File: src/rtl/crc8_configurable_engine_assert.svh
// Assertion macros for the CRC-8 engine.
`ifndef CRC8_CONFIGURABLE_ENGINE_ASSERT_SVH
`define CRC8_CONFIGURABLE_ENGINE_ASSERT_SVH

`ifndef NO_ASSERTIONS

// Same-cycle implication, checked out of reset.
`define CE_ASSERT_NOW(label, clk, rst_n, ante, cons) \
	label: assert property (@(posedge clk) disable iff (!rst_n) (ante) |-> (cons)) \
		else $error("crc8 engine assertion failed");

// Next-cycle implication, checked out of reset.
`define CE_ASSERT_NEXT(label, clk, rst_n, ante, cons) \
	label: assert property (@(posedge clk) disable iff (!rst_n) (ante) |=> (cons)) \
		else $error("crc8 engine assertion failed");

`else

`define CE_ASSERT_NOW(label, clk, rst_n, ante, cons)
`define CE_ASSERT_NEXT(label, clk, rst_n, ante, cons)

`endif

`endif

File: src/rtl/crc8ce_pkg.sv
// Package: payload types, configuration types and constants of the CRC-8 engine.
`default_nettype none

package crc8ce_pkg;

	localparam int CRC_W = 8;

	localparam logic [CRC_W-1:0] POLY_RESET = 8'h31;
	localparam logic [CRC_W-1:0] INIT_RESET = 8'hFF;
	localparam logic [CRC_W-1:0] CRC_RESET  = 8'hFF;

	// Configuration register indexes
	localparam logic REG_POLYNOMIAL    = 1'b0;
	localparam logic REG_INITIAL_VALUE = 1'b1;

	typedef struct packed {
		logic        mode;
		logic [15:0] data_in;
		logic        first_item;
		logic        last_item;
	} item_t;

	typedef struct packed {
		logic [CRC_W-1:0] crc_value;
		logic             last_out;
	} result_t;

	typedef struct packed {
		logic [CRC_W-1:0] polynomial;
		logic [CRC_W-1:0] initial_value;
	} cfg_t;

endpackage

`default_nettype wire

File: src/rtl/crc8_configurable_engine.sv
// Top level of the streaming CRC-8 engine with configurable polynomial and seed.
//
// Channel   Dir  Handshake                 Payload
// item      in   item_valid / item_stall   crc8ce_pkg::item_t   (mode, data_in, flags)
// result    out  result_valid / result_stall crc8ce_pkg::result_t (crc_value, last_out)
// cfg       in   cfg_write (no wait)       cfg_index, cfg_data  (polynomial, initial_value)
//
// One item per cycle sustained while the result side does not stall. An item
// is captured in the input register at its transfer and folded into the
// result register once that register is free or drains; the 16-step XOR
// network and the running-CRC feedback lie between those two registers.
// Reset clears both valid flags, loads the registers to polynomial 0x31 and
// seed 0xFF, and sets the running CRC to 0xFF.
// A stall on the result side holds the result register; the input register
// then holds its item and stalls the item side in the same cycle.
`default_nettype none

`include "crc8_configurable_engine_assert.svh"

module crc8_configurable_engine (
	input  wire                         clk,
	input  wire                         arst_n,
	// Item channel
	input  wire                         item_valid,
	output logic                        item_stall,
	input  crc8ce_pkg::item_t           item,
	// Result channel
	output logic                        result_valid,
	input  wire                         result_stall,
	output crc8ce_pkg::result_t         result,
	// Configuration write port
	input  wire                         cfg_write,
	input  wire                         cfg_index,
	input  wire [crc8ce_pkg::CRC_W-1:0] cfg_data
);

	crc8ce_pkg::cfg_t    cfg;
	crc8ce_pkg::item_t   item_s1;
	logic                item_valid_s1;
	crc8ce_pkg::result_t fold_result;
	crc8ce_pkg::result_t result_q;
	logic                result_valid_q;
	logic [crc8ce_pkg::CRC_W-1:0] running_crc_q;
	logic                advance;

	crc8ce_cfg u_cfg (
		.clk       (clk),
		.arst_n    (arst_n),
		.cfg_write (cfg_write),
		.cfg_index (cfg_index),
		.cfg_data  (cfg_data),
		.cfg       (cfg)
	);

	crc8ce_fold u_fold (
		.item        (item_s1),
		.running_crc (running_crc_q),
		.cfg         (cfg),
		.result      (fold_result)
	);

	// Advance the input stage whenever the result register is free or drains now.
	assign advance    = item_valid_s1 && !(result_valid_q && result_stall);
	// Hold the item side only while a captured item cannot move on.
	assign item_stall = item_valid_s1 && !advance;

	// Input register: capture on transfer, drop the valid flag once folded.
	always_ff @(posedge clk or negedge arst_n) begin
		if (!arst_n) begin
			item_valid_s1 <= 1'b0;
		end else if (!item_stall) begin
			item_valid_s1 <= item_valid;
		end
	end

	always_ff @(posedge clk) begin
		if (!item_stall && item_valid) begin
			item_s1 <= item;
		end
	end

	// Result register and running CRC advance together.
	always_ff @(posedge clk or negedge arst_n) begin
		if (!arst_n) begin
			result_valid_q <= 1'b0;
			running_crc_q  <= crc8ce_pkg::CRC_RESET;
		end else if (advance) begin
			result_valid_q <= 1'b1;
			running_crc_q  <= fold_result.crc_value;
		end else if (!result_stall) begin
			result_valid_q <= 1'b0;
		end
	end

	always_ff @(posedge clk) begin
		if (advance) begin
			result_q <= fold_result;
		end
	end

	assign result_valid = result_valid_q;
	assign result       = result_q;

	// A stalled item side always has an item waiting in the input register.
	`CE_ASSERT_NOW(a_stall_has_item, clk, arst_n, item_stall, item_valid_s1)
	// A folded item shows up as a valid result on the next cycle.
	`CE_ASSERT_NEXT(a_advance_gives_result, clk, arst_n, advance, result_valid_q)
	// After each fold the running CRC matches the CRC value in the result register.
	`CE_ASSERT_NEXT(a_running_matches, clk, arst_n, advance, running_crc_q == result_q.crc_value)
	// A polynomial write lands in the register on the next cycle.
	`CE_ASSERT_NEXT(a_poly_write, clk, arst_n, cfg_write && cfg_index == crc8ce_pkg::REG_POLYNOMIAL, cfg.polynomial == $past(cfg_data))

endmodule

`default_nettype wire

File: src/rtl/crc8ce_cfg.sv
// Configuration register file: polynomial and initial value.
`default_nettype none

module crc8ce_cfg (
	input  wire                        clk,
	input  wire                        arst_n,
	input  wire                        cfg_write,
	input  wire                        cfg_index,
	input  wire [crc8ce_pkg::CRC_W-1:0] cfg_data,
	output crc8ce_pkg::cfg_t           cfg
);

	crc8ce_pkg::cfg_t cfg_q;

	always_ff @(posedge clk or negedge arst_n) begin
		if (!arst_n) begin
			cfg_q.polynomial    <= crc8ce_pkg::POLY_RESET;
			cfg_q.initial_value <= crc8ce_pkg::INIT_RESET;
		end else if (cfg_write) begin
			unique case (cfg_index)
				crc8ce_pkg::REG_POLYNOMIAL:    cfg_q.polynomial    <= cfg_data;
				crc8ce_pkg::REG_INITIAL_VALUE: cfg_q.initial_value <= cfg_data;
				default: ;
			endcase
		end
	end

	assign cfg = cfg_q;

endmodule

`default_nettype wire

File: src/rtl/crc8ce_fold.sv
// Combinational CRC-8 fold of one item (one or two bytes, MSB first).
`default_nettype none

module crc8ce_fold (
	input  crc8ce_pkg::item_t           item,
	input  wire [crc8ce_pkg::CRC_W-1:0] running_crc,
	input  crc8ce_pkg::cfg_t            cfg,
	output crc8ce_pkg::result_t         result
);

	// Shift one byte through the generator, eight XOR steps.
	function automatic logic [crc8ce_pkg::CRC_W-1:0] fold_byte(
		input logic [crc8ce_pkg::CRC_W-1:0] acc,
		input logic [7:0]                   data,
		input logic [crc8ce_pkg::CRC_W-1:0] poly
	);
		logic [crc8ce_pkg::CRC_W-1:0] v;
		v = acc ^ data;
		for (int k = 0; k < 8; k++) begin
			if (v[crc8ce_pkg::CRC_W-1])
				v = {v[crc8ce_pkg::CRC_W-2:0], 1'b0} ^ poly;
			else
				v = {v[crc8ce_pkg::CRC_W-2:0], 1'b0};
		end
		return v;
	endfunction

	logic [crc8ce_pkg::CRC_W-1:0] start_crc;
	logic [crc8ce_pkg::CRC_W-1:0] high_crc;
	logic [crc8ce_pkg::CRC_W-1:0] mid_crc;

	always_comb begin
		start_crc = item.first_item ? cfg.initial_value : running_crc;
		high_crc  = fold_byte(start_crc, item.data_in[15:8], cfg.polynomial);
		// Skip the high byte in single-byte mode
		mid_crc   = item.mode ? high_crc : start_crc;
		result.crc_value = fold_byte(mid_crc, item.data_in[7:0], cfg.polynomial);
		result.last_out  = item.last_item;
	end

endmodule

`default_nettype wire
File: config.mk
export PLATFORM = sky130hd
export DESIGN_NAME = crc8_configurable_engine
export DESIGN_NICKNAME = d
export VERILOG_FILES = /design/src/rtl/crc8ce_pkg.sv /design/src/rtl/crc8_configurable_engine.sv /design/src/rtl/crc8ce_cfg.sv /design/src/rtl/crc8ce_fold.sv
export VERILOG_INCLUDE_DIRS = /design/src /design/src/rtl
export SDC_FILE = /design/constraint.sdc
export NUM_CORES = 1
export LEC_CHECK = 0
export BUFFER_PORTS_ARGS = -buffer_cell sky130_fd_sc_hd__buf_4
export CAP_MARGIN = 20
export CORE_MARGIN = 2
export CORE_UTILIZATION = 25
export DETAILED_ROUTE_END_ITERATION = 12
export PLACE_DENSITY_LB_ADDON = 0.05
export SLEW_MARGIN = 20
export SYNTH_ARGS = -nofsm -noshare
export SYNTH_HDL_FRONTEND = slang
export SYNTH_SLANG_ARGS = --single-unit
File: constraint.sdc
create_clock -name clk -period 18.1 [get_ports clk]
set_input_delay 3.62 -clock clk [delete_from_list [all_inputs] [get_ports clk]]
set_output_delay 3.62 -clock clk [all_outputs]
set_load 0.005 [all_outputs]
==> results.cfg <==
[routing]
drt.antenna.violating_nets = 0
drcViolationCount = 0
wl_um = 26100
drt_iter0_markers = 483
dr.max_layer_used = met4
vias = 6185
wl_met3_um = 1490
wl_per_cell_um = 23.8
drt-pass1-iter-count = 5
wl_met1_um = 12000
routed-wl-met2_um = 12200
vias_per_cell = 5.62

[cells_and_area]
diodes = 0
area_growth_pct = 12.1
fillers = 2702
seqCellArea_um2 = 1520
nets = 802
utilization_pct = 28.5
layout-drive-gt1-share_pct = 18.2
stdcell_count = 1100
multi_input_area_um2 = 4610

[clocking]
cts.htree.levels = 2
cts_max_path_buffers = 2
cts_tree = built
cts.sinks = 54
postCtsHoldBufs = 0
cts-root-buf = clkbuf_16
path_clk_slew_ns = 0.07
cts-resized-gates = 0
cts_buffers = 5
postCtsSetupBuffers = 0
insertion_delay_ns = 0.30

[setup_path]
critical_path.cell_chain = mux2i_4 > xor2_1 > nor3_1 > nor4_2 > a311oi_2 > xnor3_1 > or3_1 > a2111oi_1 > a311oi_2 > xor2_2 > or3b_1 > nand4_1 > nand3_1 > a221o_1 > nand4_1 > and3_1 > mux2i_1 > xnor3_1 > nor3_2 > o211a_1 > a211o_1 > o311ai_2 > or3_1 > xnor2_1
max_stage_delay_ns = 0.74
crit_fanout = 20
cp_data_required_time_ns = 18.13
endpoint_kind = flip-flop
cp-start-kind = flip-flop
arrival_ns = 9.56
cp_slowest_cell = xor2_1
worst-setup-path-type = reg -> reg

[die]
die_w_um = 164
rows = 58
dieHeight_um = 164
ios = 44
core_area_um2 = 25200
die-area_um2 = 26900
initial_utilization_pct = 25.4

[yosys]
synth_cells = 757
synth_top_family_by_area = compound AO/OA/AOI/OAI gates
synthDistinctLibCells = 97
muxShareOfSynthArea_pct = 6.33
ys_warn_count = 0
ys_ff_latch = 54
synth_edf_count = 28
postSynthAreaPerCell_um2 = 8.45
synth_xor_area_share_pct = 16.1
synth_nets = 790
synthAdderAreaFrac_pct = 0
ys_async_sr_fraction_pct = 48.1
synth-main-ff-cell = edfxtp_1
synth_compound_area_share_pct = 25.0
yosysSeqAreaShare_pct = 23.7
synth-simple-area-share_pct = 24.6
syn-cell-area_um2 = 6400

[grt]
overflow = 0
grt_max_degree = 42
grt_pass1_vias = 5927
antenna_found_initial = 0
grt_pass1_wl_um = 38800
grt.total_usage_pct = 19.5

[sta]
period_needed_ns = 9.53
hold_viol = 0
rsz0062_at_grt = no
clock_skew_ns = 0.00971
tns_ns = 0
slew_viol_final = 0
finalSetupViolations = 0
fmax_ghz = 0.105
worst_pin_slew_ns = 1.02
timing.final.crit_share_pct = 52.6
slew_headroom_pct = 31.2

[outcome]
status = completed

[flow_run]
cap_violations = 0

[worst_hold_path]
hp-class = reg -> reg

[placement]
placedCellCount = 1092
gp_congestion = 0.857
hpwlAfterDp_um = 19600
portBuffers = 43
cell usage after synthesis, types with 9 or more instances:
| cell | count | area, µm² |
|---|---|---|
| a31oi_1 | 9 | 56.3 |
| clkbuf_1 | 34 | 128 |
| mux2i_1 | 18 | 180 |
| xnor3_1 | 14 | 315 |
| or3_1 | 9 | 56.3 |
| nor3_1 | 24 | 120 |
| nand2_1 | 96 | 360 |
| xor2_1 | 10 | 87.6 |
| xnor2_1 | 48 | 420 |
| nand3_1 | 34 | 170 |
| dfstp_2 | 19 | 499 |
| o211ai_1 | 17 | 128 |
| a211oi_1 | 11 | 82.6 |
| inv_1 | 9 | 33.8 |
| o2111ai_1 | 9 | 78.8 |
| a21oi_1 | 32 | 160 |
| nor4_1 | 10 | 62.6 |
| and3_1 | 9 | 56.3 |
| mux2_2 | 16 | 180 |
| o21ai_0 | 34 | 170 |
| a21o_1 | 9 | 67.6 |
| nand4_1 | 22 | 138 |
| nor2_1 | 61 | 229 |
| edfxtp_1 | 28 | 841 |
flip-flops by register name, summed over array words and instances, names as in the netlist:
register,count
running_crc_q,8
item_s1,19
result,9
u_cfg.cfg,16
item_valid_s1,1
result_valid,1
path summary, 6_finish.rpt:
kind | cells after the start | end | slack (ns) | from
hold reg to reg | 0 | result[0]$_DFFE_PP_ | 0.43 | item_s1[0]$_DFFE_PP_
setup / recovery | 24 | result[4]$_DFFE_PP_ | 8.57 | item_s1[1]$_DFFE_PP_
max in group asynchronous | 1 | u_cfg.cfg[12]$_DFFE_PN1P_ | 14.56 | arst_n
min in group asynchronous | 1 | item_valid_s1$_DFFE_PN0N_ | 3.22 | arst_n
hold / removal | 0 | result[0]$_DFFE_PP_ | 0.43 | item_s1[0]$_DFFE_PP_
setup reg to reg | 24 | result[4]$_DFFE_PP_ | 8.57 | item_s1[1]$_DFFE_PP_
cell families (layout without fill, tap and decap cells):
group                     after synthesis  count (layout)
muxes                                  36              36
DFF                                    54              54
buffers and inverters                  63              76
AOI/OAI and AO/OA                     211             211
and+or+nand+nor                       311             311
xor gates and xnor gates               82              82
metal layers:
| metal | vias up | track usage, % |
|---|---|---|
| li1 | 2896 | - |
| met1 | 3020 | 27.9 |
| met2 | 239 | 31.5 |
| met3 | 30 | 1.46 |
| met4 | 0 | 5.42 |
| met5 | - | 0 |
worst max-delay path: cells and delay by family, from the launching register on:
family / cells / cell delay (ns)
AND/OR/NAND/NOR: 10 / 3.75
XOR/XNOR: 5 / 2.15
AO/OA/AOI/OAI: 7 / 1.97
flip-flops: 1 / 0.71
multiplexers: 2 / 0.66
per-stage QoR:
stage / area [µm²] / setup slack, ns / hold WS, ns
final: 7180 / 8.57 / 0.426
after global placement: 7010 / 8.66 / 0.408
after detailed placement: 7010 / 8.75 / 0.410
after floorplan: 6400 / 10.65 / 0.400
after global routing: 7180 / 7.99 / 0.460
after CTS: 7180 / 8.66 / 0.429
cell type report:
| cell class | instances | area share (%) |
|---|---|---|
| well taps | 330 | 5.75 |
| repair buffers | 57 | 5.96 |
| inverters | 11 | 0.575 |
| flip-flops and latches | 54 | 21.1 |
| multi-input cells | 640 | 64.2 |
| clock buffers | 5 | 1.74 |
| clock inverters | 3 | 0.610 |
cells in the final DEF, fill, tap and decap left out, types with 8 or more instances in the layout:
cell / synthesis / routed
xor2_1: 10 / 10
buf_4: 2 / 57
edfxtp_1: 28 / 28
a21o_1: 9 / 9
o2111ai_1: 9 / 9
or3_1: 9 / 9
o21ai_0: 34 / 34
mux2i_1: 18 / 18
nor2_1: 61 / 61
and2_1: 8 / 8
xnor2_1: 48 / 48
and3_1: 9 / 9
nand2_1: 96 / 96
nand4_1: 22 / 22
mux2_2: 16 / 16
nand3_1: 34 / 34
a211oi_1: 11 / 11
o211ai_1: 17 / 17
a31oi_1: 9 / 9
nor3_1: 24 / 24
inv_1: 9 / 9
a21oi_1: 32 / 32
nor4_1: 10 / 10
dfstp_2: 19 / 19
xnor3_1: 14 / 14
Power is not shown: default switching activity piles up to over one toggle a cycle in this logic, so the estimate is an artifact.
